[config.mk]
export PLATFORM = sky130hd
export DESIGN_NAME = windowed_variation_anomaly_detector
export DESIGN_NICKNAME = d
export VERILOG_FILES = /design/src/rtl/core/wvad_pkg.sv /design/src/rtl/core/windowed_variation_anomaly_detector.sv
export SDC_FILE = /design/constraint.sdc
export NUM_CORES = 2
export LEC_CHECK = 0
export BUFFER_PORTS_ARGS = -buffer_cell sky130_fd_sc_hd__buf_4
export CORE_MARGIN = 2
export CORE_UTILIZATION = 25
export DETAILED_ROUTE_END_ITERATION = 6
export MAX_ROUTING_LAYER = met4
export PLACE_DENSITY = 0.38
export SETUP_SLACK_MARGIN = 0.5
export SYNTH_ARGS = -nofsm -noshare
export SYNTH_HDL_FRONTEND = slang
export SYNTH_SLANG_ARGS = --single-unit
[constraint.sdc]
create_clock -name clk -period 14.95 [get_ports clk]
set_clock_uncertainty 0.05 [all_clocks]
set_input_delay 2.99 -clock clk [delete_from_list [all_inputs] [get_ports clk]]
set_output_delay 2.99 -clock clk [all_outputs]
set_load 0.005 [all_outputs]
[src/rtl/core/wvad_pkg.sv]
// ----------------------------------------------------------------------------
// Windowed variation anomaly detector package
// Register indexes, reset values, signal classes and datapath widths.
// ----------------------------------------------------------------------------
package wvad_pkg;

	localparam int CFG_IDX_W = 3;
	localparam int CFG_DATA_W = 32;
	localparam int WLEN_W = 7;
	localparam int PROD_W = 64;
	localparam int ACC_W = 128;
	localparam int HALF_W = 32;

	localparam logic [CFG_IDX_W-1:0] REG_WINDOW_LENGTH = 3'd0;
	localparam logic [CFG_IDX_W-1:0] REG_THR_VOLTAGE = 3'd1;
	localparam logic [CFG_IDX_W-1:0] REG_THR_CURRENT = 3'd2;
	localparam logic [CFG_IDX_W-1:0] REG_THR_FREQUENCY = 3'd3;
	localparam logic [CFG_IDX_W-1:0] REG_THR_OTHER = 3'd4;

	localparam logic [WLEN_W-1:0] WLEN_RESET = 7'd60;
	localparam logic [CFG_DATA_W-1:0] THR_VOLTAGE_RESET = 32'd1678;
	localparam logic [CFG_DATA_W-1:0] THR_CURRENT_RESET = 32'd2516582;
	localparam logic [CFG_DATA_W-1:0] THR_FREQUENCY_RESET = 32'd16777;
	localparam logic [CFG_DATA_W-1:0] THR_OTHER_RESET = 32'd16777216;

	localparam logic [1:0] CLASS_VOLTAGE = 2'd0;
	localparam logic [1:0] CLASS_CURRENT = 2'd1;
	localparam logic [1:0] CLASS_FREQUENCY = 2'd2;
	localparam logic [1:0] CLASS_OTHER = 2'd3;

	typedef logic [PROD_W-1:0] word_t;
	typedef logic [ACC_W-1:0] wide_t;

endpackage

[src/rtl/core/windowed_variation_anomaly_detector.sv]
// ----------------------------------------------------------------------------
// Windowed variation anomaly detector
// Cuts each signal into fixed windows, keeps sum and sum of squares, and
// flags a window whose spread against its mean exceeds the class threshold.
// ----------------------------------------------------------------------------
//
//  Channel  Handshake                 Payload
//  in       in_valid / in_stall       sample, signal_class, timestamp,
//                                     last_in_signal
//  out      out_valid / out_stall     anomaly, window_time, window_start,
//                                     window_count, window_sum
//  cfg      cfg_wr_en                 cfg_index, cfg_wdata
//
//  in_stall is high from acceptance until the item is done, so the next item
//  is taken only once the block is back in ST_IDLE. An item that closes a
//  window with a result due also runs PH_S1SQ, PH_KS2, PH_KD, PH_TSQ and
//  PH_R, and waits in ST_EMIT while out_stall holds the previous result.
//  One 32x32 multiplier makes all products, four partials per 64-bit product.
//  Reset clears all window and signal state and loads the default registers.
//
module windowed_variation_anomaly_detector
	import wvad_pkg::*;
#(
	parameter int MAX_WINDOW = 64,
	parameter int SAMPLE_BITS = 24
) (
	input  logic                           clk,
	input  logic                           arst_n,
	input  logic                           in_valid,
	output logic                           in_stall,
	input  logic signed [SAMPLE_BITS-1:0]  sample,
	input  logic [1:0]                     signal_class,
	input  logic [63:0]                    timestamp,
	input  logic                           last_in_signal,
	output logic                           out_valid,
	input  logic                           out_stall,
	output logic                           anomaly,
	output logic [63:0]                    window_time,
	output logic [31:0]                    window_start,
	output logic [6:0]                     window_count,
	output logic signed [29:0]             window_sum,
	input  logic                           cfg_wr_en,
	input  logic [CFG_IDX_W-1:0]           cfg_index,
	input  logic [CFG_DATA_W-1:0]          cfg_wdata
);

	localparam int CW = $clog2(MAX_WINDOW + 1);
	localparam int LW = ((CW > WLEN_W) ? CW : WLEN_W) + 1;
	localparam int SW = SAMPLE_BITS + CW;
	localparam int S2W = 2 * SAMPLE_BITS - 2 + CW;

	localparam logic [2:0] ST_IDLE = 3'd0;
	localparam logic [2:0] ST_MUL = 3'd1;
	localparam logic [2:0] ST_POST = 3'd2;
	localparam logic [2:0] ST_DECIDE = 3'd3;
	localparam logic [2:0] ST_EMIT = 3'd4;
	localparam logic [2:0] ST_FINISH = 3'd5;

	localparam logic [2:0] PH_SQ = 3'd0;
	localparam logic [2:0] PH_S1SQ = 3'd1;
	localparam logic [2:0] PH_KS2 = 3'd2;
	localparam logic [2:0] PH_KD = 3'd3;
	localparam logic [2:0] PH_TSQ = 3'd4;
	localparam logic [2:0] PH_R = 3'd5;

	logic [2:0] state_q;
	logic [2:0] phase_q;
	logic [1:0] step_q;

	logic [WLEN_W-1:0] wlen_q;
	logic [CFG_DATA_W-1:0] thr_v_q, thr_c_q, thr_f_q, thr_o_q;

	logic signed [SW-1:0] sum_q;
	logic [S2W-1:0] s2_q;
	logic [CW-1:0] cnt_q;
	logic [31:0] pos_q;
	logic [31:0] start_pos_q;
	logic [63:0] start_time_q;
	logic det_q;

	logic signed [SAMPLE_BITS-1:0] x_q;
	logic [1:0] cls_q;
	logic last_q;
	logic close_q;
	logic anom_q;
	word_t opa_q, opb_q;
	wide_t acc_q;
	word_t s1sq_q, dev_q, kd_q;

	logic out_valid_q;
	logic anomaly_q;
	logic [63:0] wtime_q;
	logic [31:0] wstart_q;
	logic [6:0] wcount_q;
	logic [29:0] wsum_q;

	logic [SAMPLE_BITS-1:0] smag;
	logic [HALF_W-1:0] a_part, b_part;
	word_t pp;
	wide_t pp_shift;
	logic [LW-1:0] len, cnt_next;
	logic close_now;
	word_t sum64, s1mag, k64, s2_64, acc_lo, dev_next;
	logic [CFG_DATA_W-1:0] thr_sel;
	wide_t lhs;
	logic judge;
	logic [LW-1:0] cnt_wide;

	assign in_stall = (state_q != ST_IDLE);
	assign out_valid = out_valid_q;
	assign anomaly = anomaly_q;
	assign window_time = wtime_q;
	assign window_start = wstart_q;
	assign window_count = wcount_q;
	assign window_sum = wsum_q;

	always_comb begin
		smag = sample[SAMPLE_BITS-1] ? SAMPLE_BITS'(~sample + 1'b1) : SAMPLE_BITS'(sample);
		a_part = step_q[1] ? opa_q[2*HALF_W-1:HALF_W] : opa_q[HALF_W-1:0];
		b_part = step_q[0] ? opb_q[2*HALF_W-1:HALF_W] : opb_q[HALF_W-1:0];
		pp = PROD_W'(a_part) * PROD_W'(b_part);
		case (step_q)
			2'd0: pp_shift = ACC_W'(pp);
			2'd3: pp_shift = ACC_W'(pp) << (2 * HALF_W);
			default: pp_shift = ACC_W'(pp) << HALF_W;
		endcase

		if (wlen_q == '0) begin
			len = LW'(1);
		end else if (LW'(wlen_q) > LW'(MAX_WINDOW)) begin
			len = LW'(MAX_WINDOW);
		end else begin
			len = LW'(wlen_q);
		end
		cnt_next = LW'(cnt_q) + LW'(1);
		close_now = (cnt_next >= len) || last_q;

		sum64 = {{(PROD_W-SW){sum_q[SW-1]}}, sum_q};
		s1mag = sum_q[SW-1] ? (PROD_W'(0) - sum64) : sum64;
		k64 = PROD_W'(cnt_q);
		s2_64 = PROD_W'(s2_q);
		acc_lo = acc_q[PROD_W-1:0];
		dev_next = (acc_lo >= s1sq_q) ? (acc_lo - s1sq_q) : PROD_W'(0);

		case (cls_q)
			CLASS_VOLTAGE: thr_sel = thr_v_q;
			CLASS_CURRENT: thr_sel = thr_c_q;
			CLASS_FREQUENCY: thr_sel = thr_f_q;
			default: thr_sel = thr_o_q;
		endcase

		lhs = {16'd0, kd_q, 48'd0};
		if (sum_q == '0) begin
			judge = (dev_q != '0);
		end else if (sum_q[SW-1]) begin
			judge = 1'b0;
		end else begin
			judge = (lhs > acc_q);
		end
		cnt_wide = LW'(cnt_q);
	end

	always_ff @(posedge clk or negedge arst_n) begin
		if (!arst_n) begin
			wlen_q <= WLEN_RESET;
			thr_v_q <= THR_VOLTAGE_RESET;
			thr_c_q <= THR_CURRENT_RESET;
			thr_f_q <= THR_FREQUENCY_RESET;
			thr_o_q <= THR_OTHER_RESET;
		end else if (cfg_wr_en) begin
			unique case (cfg_index)
				REG_WINDOW_LENGTH: wlen_q <= cfg_wdata[WLEN_W-1:0];
				REG_THR_VOLTAGE: thr_v_q <= cfg_wdata;
				REG_THR_CURRENT: thr_c_q <= cfg_wdata;
				REG_THR_FREQUENCY: thr_f_q <= cfg_wdata;
				REG_THR_OTHER: thr_o_q <= cfg_wdata;
				default: begin
				end
			endcase
		end
	end

	always_ff @(posedge clk or negedge arst_n) begin
		if (!arst_n) begin
			state_q <= ST_IDLE;
			phase_q <= PH_SQ;
			step_q <= 2'd0;
			close_q <= 1'b0;
			out_valid_q <= 1'b0;
			sum_q <= '0;
			s2_q <= '0;
			cnt_q <= '0;
			pos_q <= '0;
			start_pos_q <= '0;
			start_time_q <= '0;
			det_q <= 1'b0;
		end else begin
			if (out_valid_q && !out_stall && (state_q != ST_EMIT)) begin
				out_valid_q <= 1'b0;
			end
			unique case (state_q)
				ST_IDLE: begin
					if (in_valid) begin
						if (cnt_q == '0) begin
							start_time_q <= timestamp;
							start_pos_q <= pos_q;
						end
						phase_q <= PH_SQ;
						step_q <= 2'd0;
						state_q <= ST_MUL;
					end
				end
				ST_MUL: begin
					step_q <= step_q + 2'd1;
					if (step_q == 2'd3) begin
						state_q <= ST_POST;
					end
				end
				ST_POST: begin
					step_q <= 2'd0;
					unique case (phase_q)
						PH_SQ: begin
							sum_q <= sum_q + SW'(x_q);
							s2_q <= s2_q + acc_q[S2W-1:0];
							cnt_q <= cnt_next[CW-1:0];
							if (pos_q != '1) begin
								pos_q <= pos_q + 32'd1;
							end
							close_q <= close_now;
							state_q <= ST_DECIDE;
						end
						PH_S1SQ: begin
							phase_q <= PH_KS2;
							state_q <= ST_MUL;
						end
						PH_KS2: begin
							phase_q <= PH_KD;
							state_q <= ST_MUL;
						end
						PH_KD: begin
							phase_q <= PH_TSQ;
							state_q <= ST_MUL;
						end
						PH_TSQ: begin
							phase_q <= PH_R;
							state_q <= ST_MUL;
						end
						PH_R: begin
							state_q <= ST_EMIT;
						end
						default: begin
							state_q <= ST_IDLE;
						end
					endcase
				end
				ST_DECIDE: begin
					step_q <= 2'd0;
					if (close_q && !det_q) begin
						phase_q <= PH_S1SQ;
						state_q <= ST_MUL;
					end else begin
						state_q <= ST_FINISH;
					end
				end
				ST_EMIT: begin
					if (!out_valid_q || !out_stall) begin
						out_valid_q <= 1'b1;
						det_q <= det_q | anom_q;
						state_q <= ST_FINISH;
					end
				end
				ST_FINISH: begin
					if (close_q || last_q) begin
						sum_q <= '0;
						s2_q <= '0;
						cnt_q <= '0;
					end
					if (last_q) begin
						pos_q <= '0;
						start_pos_q <= '0;
						start_time_q <= '0;
						det_q <= 1'b0;
					end
					state_q <= ST_IDLE;
				end
				default: begin
					state_q <= ST_IDLE;
				end
			endcase
		end
	end

	always_ff @(posedge clk) begin
		unique case (state_q)
			ST_IDLE: begin
				if (in_valid) begin
					x_q <= sample;
					cls_q <= signal_class;
					last_q <= last_in_signal;
					opa_q <= PROD_W'(smag);
					opb_q <= PROD_W'(smag);
					acc_q <= '0;
				end
			end
			ST_MUL: begin
				acc_q <= acc_q + pp_shift;
			end
			ST_POST: begin
				acc_q <= '0;
				unique case (phase_q)
					PH_S1SQ: begin
						s1sq_q <= acc_lo;
						opa_q <= k64;
						opb_q <= s2_64;
					end
					PH_KS2: begin
						dev_q <= dev_next;
						opa_q <= k64;
						opb_q <= dev_next;
					end
					PH_KD: begin
						kd_q <= acc_lo;
						opa_q <= PROD_W'(thr_sel);
						opb_q <= PROD_W'(thr_sel);
					end
					PH_TSQ: begin
						opa_q <= acc_lo;
						opb_q <= s1sq_q;
					end
					PH_R: begin
						anom_q <= judge;
					end
					default: begin
					end
				endcase
			end
			ST_DECIDE: begin
				acc_q <= '0;
				opa_q <= s1mag;
				opb_q <= s1mag;
			end
			ST_EMIT: begin
				if (!out_valid_q || !out_stall) begin
					anomaly_q <= anom_q;
					wtime_q <= start_time_q;
					wstart_q <= start_pos_q;
					wcount_q <= cnt_wide[6:0];
					wsum_q <= sum64[29:0];
				end
			end
			default: begin
			end
		endcase
	end

endmodule
Yosys cells after proc, flatten, opt, wreduce, memory -nomap -nowiden
Cells that the tools add are included.

Eq/ne operators: 30. Add/sub/neg operators: 9. Reductions and logical operators: 48. Multiply operators: 1. Bitwise gates (word level): 2. Order comparisons: 4. Muxes and demuxes: 56.

Operators with widths (count): $pmux W64 S3 (3); $mux W64 (6); $pmux W128 S3 (1); $pmux W128 S2 (1); $pmux W64 S4 (1); $mux W32 (7); $add A128 B128 Y128 (1); $gt A112 B128 Y1 (1); $mux W128 (1); $pmux W32 S2 (2); $pmux W64 S2 (1); $mux W53 (2); $pmux W53 S2 (1); $pmux W32 S3 (1); $ge A64 B64 Y1 (1); $mul A32 B32 Y64 (1); $reduce_bool A64 Y1 (1); $sub A64 B64 Y64 (1); $mux W31 (2); $pmux W31 S2 (1); $add A53 B53 Y53 (1); $add A32 B1 Y32 const B (1); $ne A32 B32 Y1 const B (1); $sub A1 B31 Y32 const A (1); other kinds (44) (110).

Bits in registers: 975. Input port bits: 131.

Depth between registers and ports, before layout
Depth in word-level cells: 6. Depth in mapped cells: 51. Mapped depth without buffers: 46.

Worst setup path before layout
No wires, ideal clock.

Path kind: register to register. Start point: register step_q[0]. End point: register acc_q[125], data pin. Data arrival time: 11.535 ns. Path buffers: 5. Cell stages (with the launch flop): 46. Slack: 3.099 ns. Library setup time: 0.266 ns. Cell sequence: dfrtp_1 > clkbuf_1 > buf_1 > mux2i_1 > clkbuf_1 > nor2_1 > fa_1 > fa_1 > fa_1 > inv_1 > fa_1 > inv_1 > fa_1 > fa_1 > fa_1 > inv_1 > fa_1 > inv_1 > [10 not listed] > o41ai_1 > a31oi_1 > xnor2_1 > a22o_1 > ha_1 > buf_2 > nand4_1 > nor4_1 > nand4_1 > or4_1 > a21oi_1 > nor3_1 > o31a_1 > o41ai_4 > nand4_1 > a21oi_2 > xnor2_1 > nor2_1.

Cells in the longest elaborated chain, start to end: 5. Elaborated cells on any way between the ends: 7. Those cells by class: add/sub (1); mul (1); eq/ne (1); mux (3); reduce/logical (1).

RTL lines: start: declaration (RTL line windowed_variation_anomaly_detector.sv:68) `logic [1:0] step_q;`; start signal: assignment (RTL line windowed_variation_anomaly_detector.sv:214) `step_q <= step_q + 2'd1;`; $mux W32 (RTL line windowed_variation_anomaly_detector.sv:120) `b_part = step_q[0] ? opb_q[2*HALF_W-1:HALF_W] : opb_q[HALF_W-1:0];`; $mul A32 B32 Y64 (RTL line windowed_variation_anomaly_detector.sv:121) `pp = PROD_W'(a_part) * PROD_W'(b_part);`; $pmux W128 S2 (*) (RTL line windowed_variation_anomaly_detector.sv:122) `case (step_q)`; $add A128 B128 Y128 (*) (RTL line windowed_variation_anomaly_detector.sv:306) `acc_q <= acc_q + pp_shift;`; $pmux W128 S3 (*) (RTL line windowed_variation_anomaly_detector.sv:294) `unique case (state_q)`; end signal: assignment (RTL line windowed_variation_anomaly_detector.sv:306); end: declaration (RTL line windowed_variation_anomaly_detector.sv:87) `wide_t acc_q;`.

Every way passes the cells marked *; elsewhere a longest branch is shown, timed or not. A chain may end at the register's enable or synchronous reset.

Final worst setup path
Start point: register step_q[0]. End point: register acc_q[124], data pin.

The elaborated chain is that of the path after synthesis.

==> reports/metrics.cfg <==
[yosys]
syn-instance-count = 9280
syn_area_um2 = 89900
postSynthRegisterBits = 975
synth_ff_type = edfxtp_1
async_reset_ff_share_pct = 37.4
synth_simple_gate_area_share_pct = 13.0
synth-edff-count = 610
synth_top_family_by_area = adder cells
netlist-cell-type-count = 92
synth_compound_gate_area_share_pct = 13.2
post_synth_mux_area_share_pct = 3.99
synth_xor_xnor_area_share_pct = 3.84
synth.yosys.warnings = 0
ys_seq_area_share_pct = 30.6
synth_nets = 10900
synth.avg_cell_area_um2 = 9.69
post_synth_fa_ha_maj_area_fraction_pct = 28.7

[critical_path]
cp-start-kind = register
worst-path-max-fanout = 29
critical_path.n_buffers_inverters = 6
required_ns = 15.37
worstRegToRegCells = 42
cell_at_the_slowest_stage_of_the_critical_path = mux2i_2
timing.critical_path.slowest_cell_delay_ns = 0.88
critical_path.top_delay_family = adder cells
setup.worst_path.start = step_q[0]$_DFFE_PN0P_
timing.critical_path.mode_cell = fa_1
critical_path.reg2reg.endpoint = acc_q[124]$_SDFFCE_PN0P_
setup.worst_path.end_class = register
worst_r2r_startpoint = step_q[0]$_DFFE_PN0P_
setup.reg_to_reg.worst_slack_ns = 1.08
critPathKind = register to register
worstPathArrival_ns = 14.29

[floorplanning]
floorplan.die_area_um2 = 365000
fp.coreArea_um2 = 359000
initial_core_util_pct = 25.1
fp.dieW_um = 604
fp.dieH_um = 604
io-pin-count = 267
rows = 220

[cells_and_area]
layout-area-overhead-vs-synth_pct = 14.9
layout.nets = 11200
drive_above_1_share_pct = 11.8

[cts]
clock_latency_of_the_later_clocked_register_in_the_worst_skew_pair_ns = 0.82
htreeDepth = 3
clkSinkCount = 975
path_clk_slew_ns = 0.06
cts_max_path_buffers = 3
cts_root_buf = clkbuf_16
inserted_clock_buffers = 116
hold_buf_cts = 0
clock_tree_from_tritoncts = yes

[worst_hold_path]
worst_hold_path.endpoint = window_start[22]$_DFFE_PP_
worst_hold_path.num_cells = 0
worst_hold_class = register to register
worst_hold_startpoint = start_pos_q[22]$_DFFE_PN0P_

[global_routing]
grt.met1_usage_pct = 29.1
grt_util_all_layers_pct = 21.8
grt_pass1_wl_mm = 559
antenna_found_initial = 42
layer_with_the_highest_usage = met2
globalRouteMet2Util_pct = 34.4
gr-total-overflow = 0
number_of_global_route_vias_before_repair = 74500
maximum_number_of_pins_on_one_net_before_global_route_repair = 116
globalRouteMet3Util_pct = 2.84

[placement]
place_hpwl_mm = 312
place_congestion = 0.953
place.port_buffers = 266

[timing]
relSlewSlack_pct = 12.8
setup_violations = 0
achievable-frequency_mhz = 72.1
finalCritPeriodShare_pct = 92.8
final-max-slew-violation-count = 0
timing.final.crit_period_ns = 13.87
rsz_0062_raised_after_global_routing = no
fin_setup_tns_ns = 0
worstMarginPinSlew_ns = 1.30
hold_violations = 0

[detailed_routing]
drt-vias-per-instance = 4.96
drt_wl_total_mm = 390
post_drt_wl_per_cell_um = 27.1
drtPass1Iterations = 6
drc_violations = 0
dr_total_vias = 71500
first_iter_violations = 6045
final_antenna_net_count = 0

[status]
status = finished clean

[run]
max-cap-violations = 0

-- metal layers --
| layer | wire length (µm) | share of wire, % |
|---|---|---|
| met1 | 176000 | 45 |
| met2 | 180000 | 46 |
| met3 | 20400 | 5.2 |
| met4 | 12800 | 3.3 |
| met5 | 0 | 0 |
-- repair_timing --
item | in CTS | in global routing
gates resized for setup | 0 | 9
setup endpoints to repair | 0 | 19
buffers inserted | 0 | 5
-- cell families (layout without fill, tap and decap cells) --
family / after synthesis / after routing
fa+ha+maj: 1521 / 1521
compound gates: 1826 / 1826
buf+inv: 1611 / 1934
flops: 975 / 975
mux: 302 / 303
xor+xnor: 393 / 393
other cells: 0 / 19
simple gates: 2652 / 2652
-- how the worst max path moves through the flow --
stage	cells past startpoint	slack (ns)	end
2_1_floorplan	45	3.10	acc_q[125]$_SDFFCE_PN0P_
3_3_place_gp	41	0.48	acc_q[125]$_SDFFCE_PN0P_
3_5_place_dp	41	0.81	acc_q[125]$_SDFFCE_PN0P_
4_1_cts	41	0.71	acc_q[125]$_SDFFCE_PN0P_
5_1_grt	43	0.58	acc_q[127]$_SDFFCE_PN0P_
6_report	42	1.08	acc_q[124]$_SDFFCE_PN0P_
-- state kept, by name (all words and copies together), names as in the netlist, 31 cells and up --
name and flops:
acc_q 128, dev_q 64, kd_q 64, opa_q 64, opb_q 64, pos_q 32
s1sq_q 64, s2_q 53, start_pos_q 32, start_time_q 64, sum_q 31, thr_c_q 32
thr_f_q 32, thr_o_q 32, thr_v_q 32, window_start 32, window_time 64
-- placed cells by master, fill, tap and decap left out, types with 21 or more instances in the layout --
cell	count
nand3_1	67
ha_1	620
fa_1	900
mux4_2	25
o21bai_1	104
dfrtp_1	336
and3_1	66
a31oi_1	54
or3_1	37
o31ai_1	43
a21oi_1	478
mux2i_4	21
nor3_1	74
and2_1	79
o22ai_1	46
xor2_1	168
a211oi_1	22
o211ai_1	21
o21ai_0	350
xnor2_1	206
buf_4	534
nand2_1	875
o21ai_1	62
nand4_1	128
inv_1	1169
o21a_1	51
clkbuf_16	117
a21o_1	243
a22o_1	169
nor2_1	1035
clkinv_2	21
nor4_1	59
edfxtp_1	610
nand2b_1	57
mux2_2	203
mux2i_2	36
dfstp_2	27
nor2b_1	72
-- stage by stage --
step,setup WS (ns),instances,util [%],hold slack [ns],instance area [µm²]
final,1.08,14400,28.8,0.398,103000
after global routing,0.580,14400,28.8,0.405,103000
after CTS,0.706,14400,28.8,0.397,103000
after detailed placement,0.809,14100,27.6,0.383,99000
after global placement,0.479,14100,27.6,0.383,98900
after floorplan,3.10,9280,-,0.373,89900
-- cells in the mapped netlist, types with 22 or more instances --
cell      instances  share of area (%)
o21bai_1        104               0.87
nor2b_1          74               0.51
and3_1           66               0.46
o21ai_1          63               0.35
fa_1            900                 20
o21ai_0         350                1.9
a21oi_1         481                2.7
a31oi_1          55               0.38
nand2b_1         60               0.42
mux2_2          203                2.5
a21o_1          243                2.0
mux2i_1          74               0.82
nor2_1         1046                4.4
nor3_1           77               0.43
dfrtp_1         338                9.4
nand2_1         876                3.7
and2_1           81               0.56
a22o_1          169                1.6
nor4_1           62               0.43
xor2_1          176                1.7
dfstp_2          27               0.79
o22ai_1          46               0.32
edfxtp_1        610                 20
mux4_2           25               0.63
o21a_1           51               0.43
xnor2_1         216                2.1
clkbuf_1        391                1.6
a211oi_1         22               0.18
buf_1            37               0.15
ha_1            621                8.6
nand3_1          68               0.38
or3_1            38               0.26
o31ai_1          43               0.36
nand4_1         128               0.89
inv_1          1169                4.9
-- layout make-up --
class	instances	area (µm²)
Timing Repair Buffer	542	4150
Inverter	1170	4390
Sequential cell	975	27500
Antenna cell	19	47.5
Clock inverter	69	926
Clock buffer	153	3240
Fill cell	38000	255000
Tap cell	4773	5970
Multi-Input combinational cell	6695	57100
Power is not shown: default switching activity piles up to over one toggle a cycle in this logic, so the estimate is an artifact.
